[src/sv/lcni_mul2.sv]
`default_nettype none

module lcni_mul2 #(
  parameter int unsigned WA = 24,
  parameter int unsigned WB = 24,
  parameter int unsigned DIG = 8,
  parameter type side_t = logic
) (
  input  logic           clk_i,
  input  logic           rst_ni,
  input  logic           en_i,
  input  logic           valid_i,
  input  side_t          side_i,
  input  logic [WA-1:0]  a0_i,
  input  logic [WB-1:0]  b0_i,
  input  logic [WA-1:0]  a1_i,
  input  logic [WB-1:0]  b1_i,
  output logic           valid_o,
  output side_t          side_o,
  output logic [WA+WB-1:0] p0_o,
  output logic [WA+WB-1:0] p1_o
);

  localparam int unsigned NS  = (WB + DIG - 1) / DIG;
  localparam int unsigned BW  = NS * DIG;
  localparam int unsigned PW  = WA + WB;
  localparam int unsigned MPW = WA + DIG;

  typedef struct packed {
    logic [WA-1:0] a;
    logic [BW-1:0] b;
    logic [PW-1:0] acc;
  } lane_t;

  function automatic lane_t step(lane_t x, int unsigned sh);
    lane_t          r;
    logic [MPW-1:0] prod;
    prod  = MPW'(x.a) * MPW'(x.b[DIG-1:0]);
    r.a   = x.a;
    r.b   = x.b >> DIG;
    r.acc = x.acc + (PW'(prod) << sh);
    return r;
  endfunction

  logic  vld_q   [1:NS];
  side_t side_q  [1:NS];
  lane_t lane0_q [1:NS];
  lane_t lane1_q [1:NS];

  for (genvar s = 0; s < NS; s++) begin : g_stage
    logic  vld;
    side_t side;
    lane_t src0, src1;

    if (s == 0) begin : g_first
      assign vld  = valid_i;
      assign side = side_i;
      assign src0 = '{a: a0_i, b: BW'(b0_i), acc: '0};
      assign src1 = '{a: a1_i, b: BW'(b1_i), acc: '0};
    end else begin : g_next
      assign vld  = vld_q[s];
      assign side = side_q[s];
      assign src0 = lane0_q[s];
      assign src1 = lane1_q[s];
    end

    always_ff @(posedge clk_i or negedge rst_ni) begin
      if (!rst_ni) begin
        vld_q[s+1] <= 1'b0;
      end else if (en_i) begin
        vld_q[s+1] <= vld;
      end
    end

    always_ff @(posedge clk_i) begin
      if (en_i) begin
        side_q[s+1]  <= side;
        lane0_q[s+1] <= step(src0, s * DIG);
        lane1_q[s+1] <= step(src1, s * DIG);
      end
    end
  end

  assign valid_o = vld_q[NS];
  assign side_o  = side_q[NS];
  assign p0_o    = lane0_q[NS].acc;
  assign p1_o    = lane1_q[NS].acc;

endmodule

`default_nettype wire

[config.mk]
export PLATFORM = sky130hd
export DESIGN_NAME = lcni_mul2
export DESIGN_NICKNAME = d
export VERILOG_FILES = /design/src/sv/lcni_mul2.sv
export SDC_FILE = /design/constraint.sdc
export NUM_CORES = 2
export LEC_CHECK = 0
export BUFFER_PORTS_ARGS = -buffer_cell sky130_fd_sc_hd__buf_2
export CORE_UTILIZATION = 31
export CTS_CLUSTER_DIAMETER = 80
export CTS_CLUSTER_SIZE = 14
export DETAILED_ROUTE_END_ITERATION = 6
export GPL_ROUTABILITY_DRIVEN = 0
export PLACE_DENSITY_LB_ADDON = 0.08
export SYNTH_ARGS = -nofsm -noshare
export SYNTH_HDL_FRONTEND = slang
export SYNTH_SLANG_ARGS = --single-unit
[constraint.sdc]
create_clock -name clk_i -period 6.85 [get_ports clk_i]
set_input_delay 0.685 -clock clk_i [delete_from_list [all_inputs] [get_ports clk_i]]
set_output_delay 0.685 -clock clk_i [all_outputs]
set_load 0.02 [all_outputs]
==> flow_summary.yaml <==
cells_and_area:
  fin_util_pct: 35.5
  fin_area_um2: 58700
  area_delta_synth_final_pct: 13.3
  drive_gt1_share_pct: 10.7
  finalNetCount: 6795
hold_path:
  hp-class: "primary input to flip-flop"
  hold_depth: 1
  holdPathEnd: "lane0_q[0][137]"
  min-delay-start: "b0_i[9]"
die:
  die_w_um: 411
  die_h_um: 411
  fp.dieArea_um2: 169000
  ios: 199
  start_util_pct: 31.3
  std_cell_rows: 149
  core_um2: 166000
cts:
  clock-sinks: 392
  cts_max_level: 2
  cts_made_buffers: 47
  clk_latency_ps: 670
  clkSlewWorstSetupHoldPaths_ps: 60
  cts_tree: "built"
  cts_root_buffer: "clkbuf_16"
  cts_buffer_depth: 3
synth:
  synth_area_leaders: "fa_1 31%, edfxtp_1 23%, ha_1 10%"
  syn_inst: 5143
  syn_area_um2: 51800
  ys_ff_latch: 392
  ys_top_cells_by_count: "796 x fa_1, 771 x inv_1, 684 x and2_1"
  yosys.area.top_type: "fa_1"
  yosysTopAreaCellShare_pct: 30.7
  synth_most_common_cell: "fa_1"
  synth_edf_count: 389
  synth_cell_types: 84
  yosysSeqAreaShare_pct: 22.7
  synth_nets: 6456
  syn_area_per_cell_um2: 10.1
  synth_ff_type: "edfxtp_1"
  ys_warn_count: 0
  postSynth.asyncResetShare_pct: 0.765
worst_setup_path:
  path_class: "flip-flop to flip-flop"
  cp-start-kind: "flip-flop"
  worstSetupEndpointType: "flip-flop"
  r2r_slack_ps: 240
  cp_max_fo: 5
  required_ps: 7260
  rr_startpoint: "lane0_q[0][155]"
  r2r_cells: 26
  worstPathArrival_ps: 7020
  r2r-end: "lane0_q[0][211]"
timing:
  grt_setup_unrepaired: "true"
  relSlewSlack_pct: 43.2
  finalCriticalPeriod_ps: 6610
  min_period_over_period_pct: 96.5
  maxSlewViolCount: 0
  setup_viol: 0
  hold_violations: 0
  worstMarginPinSlew_ps: 852
  fmax_ghz: 0.151
  skew_ps: 43.5
placement:
  place_area_um2: 56400
  io_buffers: 198
  dp_hpwl_um: 114000
grt:
  grt_max_degree: 136
  grt_antenna_before_repair: 16
  grt.total_usage_pct: 16.7
  grt_pass1_wl_um: 221000
  grt_overflow: 0
  grt_pass1_vias: 37700
status:
  status: "completed"
detailed_routing:
  route.final.wire_length_um: 140000
  vias_per_cell: 4.65
  vias: 35900
  wl_per_cell_um: 18.2
  drt_iter0_drc: 1453
  ant_nets: 0
  drc: 0
  first_pass_iters: 5
run:
  drv_cap: 0
-- timing repair --
item	in CTS	in global routing
resized for setup	0	95
pin swaps	0	59
setup endpoints to repair	4	35
buffers inserted	3	44
endpoints found under the hold margin	3	0
hold buffers	1	0
-- layer usage --
layer	up-vias	share of wire, %	global-route usage (%)
li1	17300	-	-
met1	18000	53	25.7
met2	416	43	25.2
met3	124	2.6	1.59
met4	2	1.8	3.33
met5	-	0.010	0
-- sequential cells by signal, summed over array words and instances, names as in the netlist --
name         cells
lane1_q        193
side_q           3
valid_o          1
lane0_q        193
g_stage.vld      2
-- cells by family (layout without fill, tap and decap cells) --
| logic type | count (synthesis) | in the layout | share of synthesized area, % |
|---|---|---|---|
| flops | 392 | 392 | 22.7 |
| xor+xnor | 245 | 245 | 4.15 |
| compound gates | 680 | 680 | 8.59 |
| simple gates | 1722 | 1722 | 17.2 |
| mux | 10 | 10 | 0.205 |
| other cells | 0 | 4 | 0 |
| buf+inv | 882 | 1253 | 6.39 |
| fa+ha+maj | 1212 | 1212 | 40.8 |
-- through the flow --
stage / instances / setup TNS [ps] / setup slack [ps] / hold slack [ps]
6_report: 7707 / 0 / 237 / 189
5_1_grt: 7704 / -446 / -122 / 142
4_1_cts: 7660 / 0 / 1.18 / 118
3_5_place_dp: 7575 / -30.3 / -19.3 / 405
3_3_place_gp: 7575 / -26.4 / -13.6 / 402
2_1_floorplan: 5143 / 0 / 277 / 389
-- how the worst max path moves through the flow --
stage | start | to | cells past startpoint | slack (ps)
global placement | lane0_q[0][140] | lane0_q[0][213] | 26 | -10
CTS | lane0_q[0][140] | lane0_q[0][213] | 26 | 1
global route | lane0_q[0][157] | lane0_q[0][211] | 22 | -120
detailed placement | lane0_q[0][140] | lane0_q[0][213] | 26 | -20
finish | lane0_q[0][155] | lane0_q[0][211] | 26 | 240
floorplan | lane0_q[0][138] | lane0_q[0][211] | 27 | 280
-- layout make-up --
cell class / instances / area [um^2]
fillers: 17100 / 107000
inverters: 771 / 2890
well taps: 2189 / 2740
multi-input cells: 3869 / 37100
repair buffers: 401 / 2640
diodes: 4 / 10.0
clock buffers: 48 / 1180
clock inverters: 33 / 378
flip-flops and latches: 392 / 11800
-- critical path, stage by stage, from the launching register on --
cell and delay [ps]:
edfxtp_1 470, buf_6 160, and2_1 160, fa_2 580, fa_1 430, fa_1 510, inv_1 60, fa_1 480
inv_1 60, ha_4 220, o21a_1 120, a21o_1 160, a21o_1 180, a21oi_2 130, o21bai_2 80, xor2_1 170
ha_1 310, a21o_1 180, a21o_1 180, a21oi_2 140, o21ai_1 70, a32o_2 250, o41a_1 400, and4_4 190
a2111oi_4 380, nor2_1 110, xor2_1 150
-- cell usage in the layout, fill, tap and decap left out, drive strengths merged, types with 16 or more instances in the layout --
cell type | netlist | layout
a211oi | 31 | 31
a21o | 127 | 127
a21oi | 201 | 201
a31oi | 17 | 17
and2 | 685 | 685
and3 | 36 | 36
buf | 0 | 398
clkbuf | 111 | 50
clkinv | 0 | 16
edfxtp | 389 | 389
fa | 796 | 796
ha | 416 | 416
inv | 771 | 783
nand2 | 596 | 596
nand2b | 31 | 31
nand3 | 50 | 50
nand4 | 22 | 22
nor2 | 155 | 155
nor2b | 26 | 26
nor3 | 47 | 47
o211ai | 19 | 19
o21a | 38 | 38
o21ai | 125 | 125
o21bai | 21 | 21
or3 | 19 | 19
xnor2 | 170 | 170
xor2 | 75 | 75
Power is not shown: default switching activity piles up to over one toggle a cycle in this logic, so the estimate is an artifact.
