`src/sv/lcni_div2.sv`:
```
`default_nettype none

module lcni_div2 #(
  parameter int unsigned NW = 24,
  parameter int unsigned DW = 16,
  parameter int unsigned QW = 8,
  parameter type side_t = logic
) (
  input  logic          clk_i,
  input  logic          rst_ni,
  input  logic          en_i,
  input  logic          valid_i,
  input  side_t         side_i,
  input  logic [NW-1:0] n0_i,
  input  logic [NW-1:0] n1_i,
  input  logic [DW-1:0] d_i,
  output logic          valid_o,
  output side_t         side_o,
  output logic [QW-1:0] q0_o,
  output logic [QW-1:0] q1_o,
  output logic          ovf0_o,
  output logic          ovf1_o
);

  localparam int unsigned HW = NW - QW;
  localparam int unsigned CW = (HW > DW) ? HW : DW;

  typedef struct packed {
    logic [DW-1:0] rem;
    logic [QW-1:0] nb;
    logic [QW-1:0] q;
    logic          ovf;
  } lane_t;

  function automatic lane_t load(logic [NW-1:0] n, logic [DW-1:0] d);
    lane_t         r;
    logic [HW-1:0] hi;
    hi    = n[NW-1:QW];
    r.ovf = CW'(hi) >= CW'(d);
    r.rem = DW'(hi);
    r.nb  = n[QW-1:0];
    r.q   = '0;
    return r;
  endfunction

  function automatic lane_t step(lane_t x, logic [DW-1:0] d);
    lane_t       r;
    logic [DW:0] rs;
    logic        ge;
    rs    = {x.rem, x.nb[QW-1]};
    ge    = rs >= {1'b0, d};
    r.rem = ge ? DW'(rs - {1'b0, d}) : rs[DW-1:0];
    r.nb  = x.nb << 1;
    r.q   = {x.q[QW-2:0], ge};
    r.ovf = x.ovf;
    return r;
  endfunction

  logic          vld_q   [0:QW];
  side_t         side_q  [0:QW];
  logic [DW-1:0] d_q     [0:QW];
  lane_t         lane0_q [0:QW];
  lane_t         lane1_q [0:QW];

  always_ff @(posedge clk_i or negedge rst_ni) begin
    if (!rst_ni) begin
      vld_q[0] <= 1'b0;
    end else if (en_i) begin
      vld_q[0] <= valid_i;
    end
  end

  always_ff @(posedge clk_i) begin
    if (en_i) begin
      side_q[0]  <= side_i;
      d_q[0]     <= d_i;
      lane0_q[0] <= load(n0_i, d_i);
      lane1_q[0] <= load(n1_i, d_i);
    end
  end

  for (genvar s = 1; s <= QW; s++) begin : g_stage
    always_ff @(posedge clk_i or negedge rst_ni) begin
      if (!rst_ni) begin
        vld_q[s] <= 1'b0;
      end else if (en_i) begin
        vld_q[s] <= vld_q[s-1];
      end
    end

    always_ff @(posedge clk_i) begin
      if (en_i) begin
        side_q[s]  <= side_q[s-1];
        d_q[s]     <= d_q[s-1];
        lane0_q[s] <= step(lane0_q[s-1], d_q[s-1]);
        lane1_q[s] <= step(lane1_q[s-1], d_q[s-1]);
      end
    end
  end

  assign valid_o = vld_q[QW];
  assign side_o  = side_q[QW];
  assign q0_o    = lane0_q[QW].q;
  assign q1_o    = lane1_q[QW].q;
  assign ovf0_o  = lane0_q[QW].ovf;
  assign ovf1_o  = lane1_q[QW].ovf;

endmodule

`default_nettype wire

```
`config.mk`:
```
export PLATFORM = sky130hd
export DESIGN_NAME = lcni_div2
export DESIGN_NICKNAME = d
export VERILOG_FILES = /design/src/sv/lcni_div2.sv
export SDC_FILE = /design/constraint.sdc
export NUM_CORES = 1
export LEC_CHECK = 0
export ABC_AREA = 1
export CORE_ASPECT_RATIO = 1.2
export CORE_UTILIZATION = 55
export DETAILED_ROUTE_END_ITERATION = 8
export DONT_BUFFER_PORTS = 1
export MAX_ROUTING_LAYER = met4
export PLACE_DENSITY_LB_ADDON = 0.2
export SLEW_MARGIN = 25
export SYNTH_ARGS = -nofsm -noshare
export SYNTH_HDL_FRONTEND = slang
export SYNTH_SLANG_ARGS = --single-unit
export TNS_END_PERCENT = 5
```
`constraint.sdc`:
```
create_clock -name clk_i -period 2.94 [get_ports clk_i]
set_input_delay 0.294 -clock clk_i [delete_from_list [all_inputs] [get_ports clk_i]]
set_output_delay 0.294 -clock clk_i [all_outputs]
set_load 0.01 [all_outputs]
```
==> results of run 1 <==
## state kept, by name, indices dropped and copies added, names as in the netlist
name     flops
side_q       9
lane1_q    209
valid_o      1
lane0_q    209
d_q        128
vld_q        8
## cells in the mapped netlist (10+ instances only)
master,number
a21oi_1,155
and2_1,15
buf_2,20
buf_4,28
buf_6,14
edfxtp_1,555
fa_1,14
ha_1,288
inv_1,804
inv_2,18
nand2_1,1730
nand2_2,24
nand2_4,17
nand3_1,364
nand3_2,24
nand3b_1,24
nand4_1,75
nor2_1,190
nor2_2,19
nor2_4,13
nor3_1,40
o21a_1,12
o21ai_0,21
o21bai_1,10
xnor2_1,18
xor2_1,68
## report_power, final
group          internal (W)  switching (W)  leakage, nW
sequential           0.0113        0.00122         5.56
clock               0.00447        0.00324        0.961
combinational       0.00524        0.00991         14.3
## layout make-up
| type | instances | share of cell area (%) |
|---|---|---|
| clock buffer | 73 | 3.89 |
| clock inverter | 38 | 0.987 |
| inverter | 822 | 7.53 |
| multi-input combinational | 3160 | 41.2 |
| sequential | 564 | 41.2 |
| tap | 901 | 2.75 |
| timing repair buffer | 104 | 2.41 |
## critical path: stages (launching register included)
cell and delay (ns):
edfxtp_1 0.39, inv_1 0.27, ha_1 0.36, nand2_1 0.15, inv_1 0.05, nand2_1 0.08
nand3_1 0.07, nand2_1 0.10, nand3_2 0.08, nand2_2 0.31, nand2_4 0.23, nand2_1 0.13
nand2_1 0.05
## worst max-delay path by stage
stage | slack (ns) | to | depth (start not counted)
6_report | 0.41 | lane0_q[0][261] | 12
5_1_grt | 0.18 | lane1_q[0][130] | 11
4_1_cts | 0.43 | lane0_q[0][258] | 12
3_5_place_dp | 0.44 | lane0_q[0][258] | 12
3_3_place_gp | 0.42 | lane0_q[0][259] | 12
2_1_floorplan | 0.97 | lane1_q[0][190] | 9
## cell families (layout without fill, tap and decap cells)
group,Yosys count,count (layout),share of synthesized area (%)
simple gates,2561,2561,29.6
buf+inv,890,1037,9.66
flops,564,564,45.2
fa+ha+maj,302,302,10.4
compound gates,210,210,3.08
xor+xnor,86,86,2.02
mux,1,1,0.0301
## through the flow
stage,utilization (%),worst slack (ns),hold slack [ns],instance area (um^2),total power (W)
5_1_grt,61.0,0.179,-0.206,41000,0.0378
4_1_cts,61.0,0.427,-0.218,41000,0.0354
2_1_floorplan,-,0.969,-0.00159,37400,0.0234
3_5_place_dp,56.9,0.436,-0.00147,38200,0.0275
6_report,61.0,0.409,-0.213,41000,0.0353
3_3_place_gp,56.9,0.419,-0.00143,38200,0.0274
## metal layers
layer,vias to the layer above,global-route usage [%],routed length (um)
met5,-,-,0
met4,0,32.2,12700
met3,426,3.68,3410
met2,736,60.1,57400
met1,13278,25.5,32900
li1,15017,-,-
## placed cells by master, fill, tap and decap left out, types with 10 or more instances in the layout
cell,instances
dlygate4sd3_1,77
nor2_2,19
o21a_1,12
buf_4,26
clkbuf_1,10
a21oi_1,155
o21bai_1,10
nand2_4,17
nand3_2,24
inv_2,18
o21ai_0,21
ha_1,288
fa_1,14
nor2_4,13
nand4_1,75
clkbuf_16,61
nor2_1,190
nand3b_1,24
nor3_1,40
inv_1,804
xnor2_1,18
nand2_1,1730
xor2_1,68
edfxtp_1,555
nand2_2,24
nand3_1,364
and2_1,15
==> reports/qor.yml, run 1 <==
clock-sinks: 564
fin_skew_ns: 0.0179
fin_hold_ws_ns: -0.213
cts_tree: "done"
multi_input_area_um2: 16900
drv_cap: 0
critPathLaunchType: "flop"
start_util_pct: 55.7
nNetsFinal: 5082
postRouteAntennaNets: 0
ctsHoldBuffers: 77
syn-mean-instance-area_um2: 8.10
synth_area_leaders: "edfxtp_1 45%, nand2_1 17%, ha_1 9.6%"
insertion_delay_ns: 0.63
max_slew_margin_pct: -32.1
clk_path_buf_depth: 3
fmax_mhz: 395
dieHeight_um: 288
startpoint: "d_q[0][99]"
core_area_um2: 67100
min-delay-start: "en_i"
io_buffers: 0
cp_data_required_time_ns: 3.32
cts_made_buffers: 59
antenna_found_initial: 0
seqCellArea_um2: 16900
ff2ff_path_depth: 12
power.density_nw_per_um2: 863
synthFlopType: "edfxtp_1"
die_width_um: 240
r2r_end: "lane0_q[0][261]"
cp-end-kind: "flop"
async_flop_share_pct: 1.60
rsz0062_at_grt: "no"
fin_crit_ns: 2.53
synth_fp_nets: 4985
ff2ff_setup_slack_ns: 0.41
area_growth_pct: 9.59
drv_slew: 293
ys_ff_latch: 564
synth_area_um2: 37400
cts-resized-gates: 0
grt_overflow: 0
grtUsageTotal_pct: 31.8
rr_startpoint: "d_q[0][99]"
post_cts_buffers: 0
dp_hpwl_um: 85300
worstSetupPathType: "reg2reg"
gp_congestion: 0.969
synth_top_cell_by_area: "edfxtp_1"
ir_drop_uv: 609
arrival_ns: 2.91
dp.cells: 5474
hold-path-cell-count: 0
vias_per_cell: 5.20
filler_cell_count: 6102
layout-drive-gt1-share_pct: 5.34
clkTransAtPathRegs_ns: 0.06
grt_pass1_vias: 29622
leakagePower_nw: 20.8
violations: "negative hold slack, max-slew violations"
ys_warn_count: 0
path_max_fanout: 17
fin_setup_tns_ns: 0
drt_iter0_drc: 1373
synth_edf_count: 555
vias: 29457
root_buffer: "clkbuf_16"
drcViolationCount: 0
ys_types: 44
grt_max_degree: 573
routedWlPerCell_um: 18.8
row_count: 104
worstMarginPinSlew_ns: 1.98
antenna_cells: 0
first_pass_iters: 6
h-tree-depth: 2
ys_seq_area_share_pct: 45.2
synth_top_area_share_pct: 44.6
final_cells: 5662
fin_crit_sh_pct: 86.1
netlist_instances: 4614
min_to: "lane0_q[0][32]"
die_area_um2: 69000
io_pins: 89
outcome: "complete, but fails checks"
wl_um: 106000
grt_pass1_wl_um: 159000
hp-class: "in2reg"
setup_viol: 0
hold_viol: 13
No activity file was read; power rests on OpenSTA's default activity.
==> inputs of run 2 (changes only) <==
- clock period: 2.94 -> 2.7 ns (I/O delays scaled with it)
==> run 2 against run 1 <==
Against the previous run:
- the run ends with max-slew violations left
- first-iteration DRC count is 8.7% higher
- register-to-register slack worse by 0.18 ns
- combinational power is 7% higher
- routed wire length is 7.0% lower
- clock-buffer cell count is 3 lower
- core utilization hardly changed
- final cell count hardly changed
- power is 6.5% higher
- sequential share of layout area hardly changed
- flip-flop and latch count stayed put
- worst setup slack worse by 0.18 ns
- maximum frequency is 2.4% higher
- critical path type unchanged
- highest routed layer unchanged
==> reports/qor.yml, run 2 (synthesis results as in run 1) <==
drv_slew: 304
swShare_pct: 40.0
cts-resized-gates: 0
leakagePower_nw: 20.8
biggestRegsByFlops: "lane0_q (209), lane1_q (209), d_q (128)"
layout_common_cells: "1730 x nand2_1, 804 x inv_1, 555 x edfxtp_1"
dp_hpwl_um: 78700
cp_slowest_cell: "edfxtp_1"
die_area_um2: 69000
grt_overflow: 0
violations: "max-slew violations"
fin_setup_tns_ns: 0
place_ws_ns: 0.254
rr_startpoint: "d_q[0][99]"
grt_max_degree: 573
cp-end-kind: "flop"
drv_cap: 0
cts_tree: "done"
hold_viol: 0
fmax_mhz: 404
share_clk_of_total_power_pct: 21.5
max_slew_margin_pct: -32.0
power.density_nw_per_um2: 918
setup_viol: 0
startpoint: "d_q[0][99]"
grt_pass1_wl_um: 152000
layout-drive-gt1-share_pct: 5.44
postRouteAntennaNets: 0
fin_skew_ns: 0.0145
hp-class: "in2reg"
pwr-share-seq_pct: 35.5
root_buffer: "clkbuf_16"
fin_crit_sh_pct: 91.6
start_util_pct: 55.7
vias_per_cell: 5.16
grtUsageTotal_pct: 30.0
io_pins: 89
final_common_cell: "nand2_1"
insertion_delay_ns: 0.63
drcViolationCount: 0
critPathLaunchType: "flop"
routedWlPerCell_um: 17.5
clock-sinks: 564
fin_hold_ws_ns: 0.0613
post_cts_buffers: 0
ctsHoldBuffers: 78
antenna_found_initial: 1
io_buffers: 0
drt_iter0_drc: 1492
outcome: "complete, but fails checks"
filler_cell_count: 6041
grt_pass1_vias: 29404
comb_power_share_pct: 42.9
ir_drop_uv: 548
cts_made_buffers: 59
clk_path_buf_depth: 3
die_width_um: 240
h-tree-depth: 2
power.switching_w: 0.0150
row_count: 104
finalWorstSetupSlack_ns: 0.228
gp_congestion: 1.03
clkTransAtPathRegs_ns: 0.06
area_growth_pct: 9.63
arrival_ns: 2.85
dieHeight_um: 288
vias: 29259
first_pass_iters: 7
worstSetupPathType: "reg2reg"
rsz0062_at_grt: "no"
internal-power_w: 0.0226
path_max_fanout: 17
cpMostUsedCell: "nand2_1"
min-delay-start: "en_i"
worstMarginPinSlew_ns: 1.98
nNetsFinal: 5088
cp_data_required_time_ns: 3.08
wl_um: 99000
core_area_um2: 67100
path_cells: "inv_1, ha_1, nand2_1, inv_1, nand2_1, nand3_1, nand2_1, nand3_2, nand2_2, nand2_4, nand2_1, nand2_1"
fin_crit_ns: 2.47
max_stage_delay_ns: 0.41
run 2: path summary, 6_finish.rpt:
kind                                         to  slack (ns)  cells past startpoint
worst min register to register  lane0_q[0][111]        0.41                      0
worst max-delay path            lane0_q[0][257]        0.23                     12
worst min-delay path             lane0_q[0][24]        0.06                      1
max in group asynchronous              vld_q[5]        1.87                      2
worst max register to register  lane0_q[0][257]        0.23                     12
min in group asynchronous              vld_q[2]        0.54                      2
run 2: layer usage:
metal	global-route usage, %	wire, um	up-vias
met2	55.2	52200	734
met5	-	0	-
li1	-	-	15035
met3	3.77	3310	410
met1	25.2	31800	13080
met4	29.7	11700	0
run 2: metrics by stage:
| step | area (um^2) | utilization, % | total power [W] | cells |
|---|---|---|---|---|
| after floorplan | 37400 | - | 0.0255 | 4614 |
| after global placement | 38200 | 57.0 | 0.0292 | 5478 |
| after detailed placement | 38200 | 57.0 | 0.0294 | 5478 |
| after CTS | 40900 | 61.0 | 0.0377 | 5663 |
| after global routing | 41000 | 61.0 | 0.0406 | 5665 |
| final | 41000 | 61.0 | 0.0376 | 5665 |
run 2: final cells by class:
class	instances	area, um^2	share of cell area (%)
antenna	1	2.50	0.00611
clock buffer	70	1560	3.81
clock inverter	37	357	0.870
inverter	822	3090	7.53
multi-input combinational	3160	16900	41.2
sequential	564	16900	41.2
tap	901	1130	2.75
timing repair buffer	110	1080	2.63
run 2: worst max-delay path: cells and delay by family (launching register included):
kind,cells,cell delay (ns)
and+or+nand+nor,9,1.18
DFF,1,0.41
adders and majority gates,1,0.34
buffers and inverters,2,0.29
run 2: power groups by stage:
stage / Combinational [W] / Clock [W] / Sequential (W)
after global placement: 0.0157 / 0 / 0.0135
after floorplan: 0.0125 / 0 / 0.0129
after detailed placement: 0.0159 / 0 / 0.0135
after global routing: 0.0185 / 0.00859 / 0.0135
after CTS: 0.0161 / 0.00829 / 0.0133
final: 0.0162 / 0.00810 / 0.0134
