### src/sv/lcni_sqrt.sv
`default_nettype none

module lcni_sqrt #(
  parameter int unsigned VW = 16,
  parameter type side_t = logic
) (
  input  logic            clk_i,
  input  logic            rst_ni,
  input  logic            en_i,
  input  logic            valid_i,
  input  side_t           side_i,
  input  logic [VW-1:0]   value_i,
  output logic            valid_o,
  output side_t           side_o,
  output logic [VW/2-1:0] root_o
);

  localparam int unsigned RW  = VW / 2;
  localparam int unsigned RMW = RW + 2;

  typedef struct packed {
    logic [VW-1:0]  v;
    logic [RMW-1:0] rem;
    logic [RW-1:0]  root;
  } st_t;

  function automatic st_t step(st_t x);
    st_t              r;
    logic [RMW+1:0]   rs;
    logic [RMW+1:0]   tr;
    logic             ge;
    rs     = {x.rem, x.v[VW-1:VW-2]};
    tr     = (RMW+2)'({x.root, 2'b01});
    ge     = rs >= tr;
    r.rem  = ge ? RMW'(rs - tr) : RMW'(rs);
    r.root = {x.root[RW-2:0], ge};
    r.v    = x.v << 2;
    return r;
  endfunction

  logic  vld_q  [1:RW];
  side_t side_q [1:RW];
  st_t   st_q   [1:RW];

  for (genvar s = 0; s < RW; s++) begin : g_stage
    logic  vld;
    side_t side;
    st_t   src;

    if (s == 0) begin : g_first
      assign vld  = valid_i;
      assign side = side_i;
      assign src  = '{v: value_i, rem: '0, root: '0};
    end else begin : g_next
      assign vld  = vld_q[s];
      assign side = side_q[s];
      assign src  = st_q[s];
    end

    always_ff @(posedge clk_i or negedge rst_ni) begin
      if (!rst_ni) begin
        vld_q[s+1] <= 1'b0;
      end else if (en_i) begin
        vld_q[s+1] <= vld;
      end
    end

    always_ff @(posedge clk_i) begin
      if (en_i) begin
        side_q[s+1] <= side;
        st_q[s+1]   <= step(src);
      end
    end
  end

  assign valid_o = vld_q[RW];
  assign side_o  = side_q[RW];
  assign root_o  = st_q[RW].root;

endmodule

`default_nettype wire

### config.mk
export PLATFORM = sky130hd
export DESIGN_NAME = lcni_sqrt
export DESIGN_NICKNAME = d
export VERILOG_FILES = /design/src/sv/lcni_sqrt.sv
export SDC_FILE = /design/constraint.sdc
export NUM_CORES = 1
export LEC_CHECK = 0
export BUFFER_PORTS_ARGS = -buffer_cell sky130_fd_sc_hd__buf_2
export CAP_MARGIN = 20
export CORE_ASPECT_RATIO = 1.4
export CORE_MARGIN = 3
export CORE_UTILIZATION = 30
export CTS_CLUSTER_DIAMETER = 200
export CTS_CLUSTER_SIZE = 14
export DETAILED_ROUTE_END_ITERATION = 7
export PLACE_DENSITY = 0.55
export SETUP_SLACK_MARGIN = 0.5
export SYNTH_ARGS = -nofsm -noshare
export SYNTH_HDL_FRONTEND = slang
export SYNTH_SLANG_ARGS = --single-unit
### constraint.sdc
create_clock -name clk_i -period 2.8 [get_ports clk_i]
set_clock_uncertainty 0.2 [all_clocks]
set_input_delay 0 -clock clk_i [delete_from_list [all_inputs] [get_ports clk_i]]
set_output_delay 0 -clock clk_i [all_outputs]
set_load 0.02 [all_outputs]
==> results of run 1 <==
worst max-delay path, delay by kind of cell, from the launching register on:
kind                       cells  cell delay (ns)
muxes                          1             0.30
buffers and inverters          1             0.07
adders and majority gates      1             0.20
AOI/OAI and AO/OA              2             0.46
and+or+nand+nor                2             0.36
DFF                            1             0.45
final timing paths:
| kind | start | end | slack (ns) |
|---|---|---|---|
| worst max-delay path | st_q[2][62] | st_q[3][13] | 0.50 |
| worst min-delay path | value_i[10] | st_q[0][60] | 0.08 |
| worst max register to register | st_q[2][62] | st_q[3][13] | 0.50 |
| worst min register to register | st_q[2][61] | st_q[3][31] | 0.21 |
| max in group asynchronous | rst_ni | g_stage[7].vld | 1.82 |
| min in group asynchronous | rst_ni | g_stage[3].vld | 0.33 |
metrics by stage:
stage	setup WS (ns)	total power [uW]
2_1_floorplan	0.503	3820
3_3_place_gp	0.324	4020
3_5_place_dp	0.284	4070
4_1_cts	0.501	6480
5_1_grt	0.463	6790
6_report	0.504	6500
cells by family after synthesis:
family | synth area share [%]
flip-flops | 67.2
AND/OR/NAND/NOR | 7.74
AO/OA/AOI/OAI | 7.61
buffers and inverters | 3.07
adder cells (fa/ha/maj) | 6.93
XOR/XNOR | 3.81
multiplexers | 3.61
other | 0.0494
sequential cells by signal (all words and copies together), names as in the netlist:
| name | flops |
|---|---|
| valid_o | 1 |
| g_stage.vld | 7 |
| side_q | 8 |
| st_q | 155 |
layout make-up:
type / instances / area [sq um] / share of cell area, %
Clock inverter: 15 / 159 / 1.67
Clock buffer: 17 / 425 / 4.47
Multi-Input combinational cell: 296 / 2560 / 26.9
Inverter: 52 / 195 / 2.05
Timing Repair Buffer: 88 / 694 / 7.29
Sequential cell: 171 / 5090 / 53.5
Tap cell: 315 / 394 / 4.14
power breakdown:
| group | internal (uW) | switching (uW) | total (uW) |
|---|---|---|---|
| combinational | 471 | 455 | 926 |
| clock | 1260 | 1050 | 2320 |
| sequential | 3120 | 134 | 3260 |
| total | 4850 | 1640 | 6500 |
cells in the mapped netlist (7+ instances only):
| cell | number |
|---|---|
| nor4_1 | 7 |
| nor3_1 | 13 |
| dfrtp_1 | 8 |
| xor2_1 | 7 |
| nor2_1 | 22 |
| inv_1 | 52 |
| nand2_1 | 13 |
| o21ai_0 | 26 |
| xnor2_1 | 26 |
| o21a_1 | 12 |
| nand2b_1 | 9 |
| a21oi_1 | 26 |
| mux2_2 | 19 |
| edfxtp_1 | 163 |
| ha_1 | 42 |
layer usage:
metal	GRT usage [%]	vias up	part of all wire, %
li1	-	2155	-
met1	9.32	2162	36
met2	17.9	97	57
met3	2.59	37	2.9
met4	5.89	0	4.1
met5	0	-	0
timing repair:
action / CTS / global route
pin swaps: 8 / 14
endpoints found under the hold margin: 87 / 0
endpoints found under the setup margin: 33 / 34
resized for setup: 23 / 36
buffers inserted: 12 / 17
hold buffers: 23 / 0
==> reports/results.ini, run 1 <==
[status]
status = complete, no violations

[grt]
grt.total_usage_pct = 9.64
grt_max_degree = 65
grt_remaining_overflow = 0
grt_pass1_wl_um = 21200
grt_pass1_vias = 4602
antenna_found_initial = 0

[hold_path]
min_path_cells = 2
hp-class = in2reg

[synthesis]
synth_ff_type = edfxtp_1
synthArstFlopShare_pct = 4.68
syn_area_sq_um = 7580
yosys.area.top_type = edfxtp_1
synth_seq_area_share_pct = 67.2
ys_ff_latch = 171
ys_warn_count = 0
synth_nets = 588
netlist_instances = 525
ys_types = 57
synthDominantCellAreaShare_pct = 64.5
postSynthAreaPerCell_sq_um = 14.4
synth_area_leaders = edfxtp_1 65%, ha_1 6.9%, xnor2_1 3.0%, mux2_2 2.8%, dfrtp_1 2.6%
synth-edff-count = 163

[detailed_routing]
num_vias = 4451
drtIter0Drc = 243
routed_wl_um = 13200
viasPerCell = 4.67
ant_nets = 0
drc = 0
wl_per_cell_um = 13.8
first_pass_iters = 4

[timing]
rsz0062_at_grt = true
fin_crit_sh_pct = 82.0
min_period_ns = 2.30
worst_hold_slack_ns = 0.0774
tightest_slew_ns = 0.650
final_hold_viol_count = 0
maxSlewHeadroom_pct = 56.2
fin_tns_setup_ns = 0
setup_viol = 0
slew_violations = 0
fmax_ghz = 0.436

[finish]
antenna_cells = 0
nFillCells = 2252
layout-drive-gt1-share_pct = 27.5
final_cells = 954
fin_util_pct = 38.5
final_cell_mix = 163 x edfxtp_1, 43 x inv_1, 30 x buf_4, 29 x buf_2
post-route-cell-area_sq_um = 9530
fin_nets = 689
final_common_cell = edfxtp_1
areaGrowthSynthToFinish_pct = 25.6

[setup_path]
path_class = reg2reg
crit_chain = inv_2, ha_2, nand2b_4, a21o_1, a21oi_4, or2_4, mux2_4
startpoint_type = flop
slowest_delay_ns = 0.45
required_ns = 2.78
rr_worst_depth = 7
slowest_stage = edfxtp_1
worstPathArrival_ns = 2.27
crit_fanout = 7
end_kind = flop

[clocking]
root_buffer = clkbuf_16
cts_buffer_depth = 2
numCtsBuffers = 17
clock_sinks = 171
worstSkewPairLatency_ns = 0.43
htreeDepth = 4
cts_tree = yes
path_clk_slew_ns = 0.07

[placement]
io_buffers = 30
gp_congestion = 0.946
dp_hpwl_um = 8480
placed_area_sq_um = 8180
place_inst = 870

[power_and_ir_drop]
ir_worst_vdd_mv = 0.393
cellLeakagePower_uw = 0.00356
powerDensity_nw_per_um2 = 682

[die]
placementRows = 68
core_area_sq_um = 24800
die-area_sq_um = 27200
ios = 31
start_util_pct = 30.6
die_height_um = 194
die_width_um = 140

[flow_run]
max_cap_violations = 0

Power figures use the tool's default switching activity.
==> inputs of run 2 (changes only) <==
- ABC_AREA: not set -> 1
- PLACE_DENSITY: 0.55 -> 0.56
- clock period: 2.8 -> 1.9 ns (I/O delays scaled with it)
==> reports/results.ini, run 2 <==
[status]
status = complete, but fails checks  ; was complete, no violations
violations = hold timing, setup timing

[synthesis]
synth-edff-count = 163  ; unchanged
synth_area_leaders = edfxtp_1 60%, nand2_1 7.9%, ha_1 6.4%, inv_1 4.7%, nand3_1 2.6%  ; was edfxtp_1 65%, ha_1 6.9%, xnor2_1 3.0%, mux2_2 2.8%, dfrtp_1 2.6%
ys_warn_count = 0  ; unchanged
synth_ff_type = edfxtp_1  ; unchanged
netlist_instances = 742  ; was 525
postSynthAreaPerCell_sq_um = 11.0  ; was 14.4 sq um
synth_nets = 805  ; was 588
synthDominantCellAreaShare_pct = 59.9  ; was 64.5%
yosys.area.top_type = edfxtp_1  ; unchanged
synthArstFlopShare_pct = 4.68  ; unchanged
synth_seq_area_share_pct = 62.3  ; was 67.2%
ys_ff_latch = 171  ; unchanged
ys_types = 35  ; was 57
synth_most_common_cell = nand2_1  ; was edfxtp_1
syn_area_sq_um = 8180  ; was 7580 sq um
synth_common_cells = 171 x nand2_1, 163 x edfxtp_1, 102 x inv_1  ; was 163 x edfxtp_1, 52 x inv_1, 42 x ha_1

[placement]
gp_congestion = 0.895  ; was 0.946
place_inst = 1190  ; was 870
dp_hpwl_um = 11400  ; was 8480 um
io_buffers = 30  ; unchanged
place_ws_ns = -0.107  ; was 0.284 ns

[setup_path]
reg2reg_to = st_q[3][40]  ; was st_q[3][13]
slowest_stage = edfxtp_1  ; unchanged
cp-endpoint = st_q[3][40]  ; was st_q[3][13]
startpoint_type = flop  ; unchanged
crit_chain = ha_4, a21oi_4, o21ai_4, nand2_2, nand3_4, buf_6, xor2_1  ; was inv_2, ha_2, nand2b_4, a21o_1, a21oi_4, or2_4, mux2_4
critPathBufInv = 1  ; unchanged
path_class = reg2reg  ; unchanged
r2r-start = st_q[3][9]  ; was st_q[2][62]
crit_family = flip-flops  ; was compound AO/OA/AOI/OAI gates
ff2ff_setup_slack_ns = -0.09  ; was 0.50 ns
worstPathArrival_ns = 1.98  ; was 2.27 ns
rr_worst_depth = 7  ; unchanged
worstSetupPathDepth = 7  ; unchanged
required_ns = 1.89  ; was 2.78 ns
end_kind = flop  ; unchanged
crit_fanout = 5  ; was 7
slowest_delay_ns = 0.44  ; was 0.45 ns
cp-startpoint = st_q[3][9]  ; was st_q[2][62]

[clocking]
numCtsBuffers = 17  ; unchanged
htreeDepth = 4  ; unchanged
root_buffer = clkbuf_16  ; unchanged
clock_sinks = 171  ; unchanged
ctsHoldBuffers = 28  ; was 23
worstSkewPairLatency_ns = 0.43  ; about the same
cts_tree = yes  ; unchanged
path_clk_slew_ns = 0.07  ; about the same
cts_buffer_depth = 2  ; unchanged

[timing]
slew_violations = 0  ; unchanged
rsz0062_at_grt = true  ; unchanged
min_period_ns = 1.99  ; was 2.30 ns
setup_slack_ns = -0.0908  ; was 0.504 ns
worst_hold_slack_ns = -0.196  ; was 0.0774 ns
fin_crit_sh_pct = 105  ; was 82.0%
setup_viol = 26  ; was 0
fmax_ghz = 0.502  ; was 0.436 GHz
final_hold_viol_count = 49  ; was 0

[die]
die_width_um = 146  ; was 140 um
die_height_um = 201  ; was 194 um
core_area_sq_um = 26500  ; was 24800 sq um
ios = 31  ; unchanged
die-area_sq_um = 29300  ; was 27200 sq um
placementRows = 70  ; was 68
start_util_pct = 30.9  ; was 30.6%

[finish]
largest_reg_flops = 155  ; unchanged
final_cell_mix = 163 x edfxtp_1, 130 x nand2_1, 88 x buf_4, 75 x inv_1, 39 x nor2_1  ; was 163 x edfxtp_1, 43 x inv_1, 30 x buf_4, 29 x buf_2
fin_nets = 988  ; was 689
nFillCells = 2488  ; was 2252
final_cells = 1298  ; was 954
layout-drive-gt1-share_pct = 40.8  ; was 27.5%
final_common_cell = edfxtp_1  ; unchanged
fin_util_pct = 43.2  ; was 38.5%
regMostFlops = st_q  ; unchanged
antenna_cells = 0  ; unchanged
areaGrowthSynthToFinish_pct = 39.8  ; was 25.6%

[detailed_routing]
drc = 0  ; unchanged
num_vias = 5674  ; was 4451
routed_wl_um = 16400  ; was 13200 um
viasPerCell = 4.37  ; was 4.67
ant_nets = 0  ; unchanged
wl_per_cell_um = 12.7  ; was 13.8 um
drtIter0Drc = 220  ; was 243
first_pass_iters = 5  ; was 4

[grt]
busiest_layer = met2  ; unchanged
grtUsageMet3_pct = 2.43  ; was 2.59%
use_met1_pct = 10.1  ; was 9.32%
grt_max_degree = 41  ; was 65
grt.total_usage_pct = 11.6  ; was 9.64%
met2_usage_pct = 23.8  ; was 17.9%
grt_remaining_overflow = 0  ; unchanged
grt_pass1_wl_um = 27100  ; was 21200 um
antenna_found_initial = 0  ; unchanged
grt_pass1_vias = 5987  ; was 4602

[power_and_ir_drop]
cellLeakagePower_uw = 0.00469  ; was 0.00356 uW
powerDensity_nw_per_um2 = 925  ; was 682 nW/um^2
ir_worst_vdd_mv = 0.719  ; was 0.393 mV
power.total_uw = 10600  ; was 6500 uW

[flow_run]
max_cap_violations = 0  ; unchanged

[hold_path]
min_path_cells = 1  ; was 2
hp-class = in2reg  ; unchanged

run 2: changes by cell type after synthesis, sizes merged, moves of 17 or more:
cell / previous run / this run
inv: 52 / 108
mux2: 21 / 0
nand2: 14 / 183
nand3: 5 / 46
nor2: 23 / 61
o21ai: 26 / 44
xnor2: 26 / 9
run 2: power breakdown:
| part | switching [uW] | total, uW | internal, uW | leakage (uW) |
|---|---|---|---|---|
| logic | 1170 | 2220 | 1050 | 0.00275 |
| registers | 192 | 4770 | 4580 | 0.00166 |
| clock network | 1430 | 3580 | 2150 | 0.000281 |
| total | 2790 | 10600 | 7780 | 0.00469 |
run 2: metal layers:
metal / up-vias / wire length [um]
met5: - / 0
met4: 0 / 747
met3: 43 / 389
met2: 82 / 9750
met1: 2678 / 5560
li1: 2871 / -
run 2: logic make-up (layout without fill, tap and decap cells):
logic type      count (synthesis)  in the layout  share of synthesized area (%)
compound gates                 85             85                           6.55
fa+ha+maj                      42             42                           6.43
buf+inv                       112            306                           5.52
simple gates                  311            313                           17.0
xor+xnor                       20             20                           2.14
flops                         171            171                           62.3
other cells                     1              1                         0.0459
run 2: final cells by class:
| class | instances | area, sq um | area share [%] |
|---|---|---|---|
| clock buffer | 23 | 468 | 4.09 |
| clock inverter | 9 | 138 | 1.20 |
| inverter | 108 | 438 | 3.83 |
| multi-input combinational | 461 | 3490 | 30.5 |
| sequential | 171 | 5090 | 44.6 |
| tap | 360 | 450 | 3.94 |
| timing repair buffer | 163 | 1330 | 11.6 |
| timing repair inverter | 3 | 23.8 | 0.208 |
run 2: how the worst min path moves through the flow:
stage	endpoint	slack [ns]	from
after global placement	valid_o	-0.35	rst_ni
after floorplan	g_stage[1].vld	-0.50	rst_ni
after detailed placement	g_stage[1].vld	-0.34	rst_ni
after CTS	st_q[0][56]	-0.22	en_i
final	st_q[0][56]	-0.20	en_i
after global routing	st_q[0][56]	-0.20	en_i
run 2: repair_timing:
item / CTS / global route
endpoints found under the hold margin: 108 / 34
pin swaps: 53 / 40
setup endpoints to repair: 67 / 70
resized for setup: 103 / 64
cloned: 5 / 0
buffers inserted: 34 / 12
run 2: worst reg2reg max path, stage by stage (launching register included):
cell and delay (ns):
edfxtp_1 0.44, ha_4 0.30, a21oi_4 0.15, o21ai_4 0.09, nand2_2 0.11, nand3_4 0.17
buf_6 0.17, xor2_1 0.13
run 2: metrics by stage:
| stage | setup TNS, ns | hold WS [ns] | cell area, sq um |
|---|---|---|---|
| 6_report | -0.995 | -0.196 | 11400 |
| 5_1_grt | -4.24 | -0.199 | 11400 |
| 4_1_cts | -0.594 | -0.216 | 11100 |
| 3_5_place_dp | -1.54 | -0.344 | 9620 |
| 3_3_place_gp | -1.38 | -0.350 | 9620 |
| 2_1_floorplan | 0 | -0.496 | 8530 |
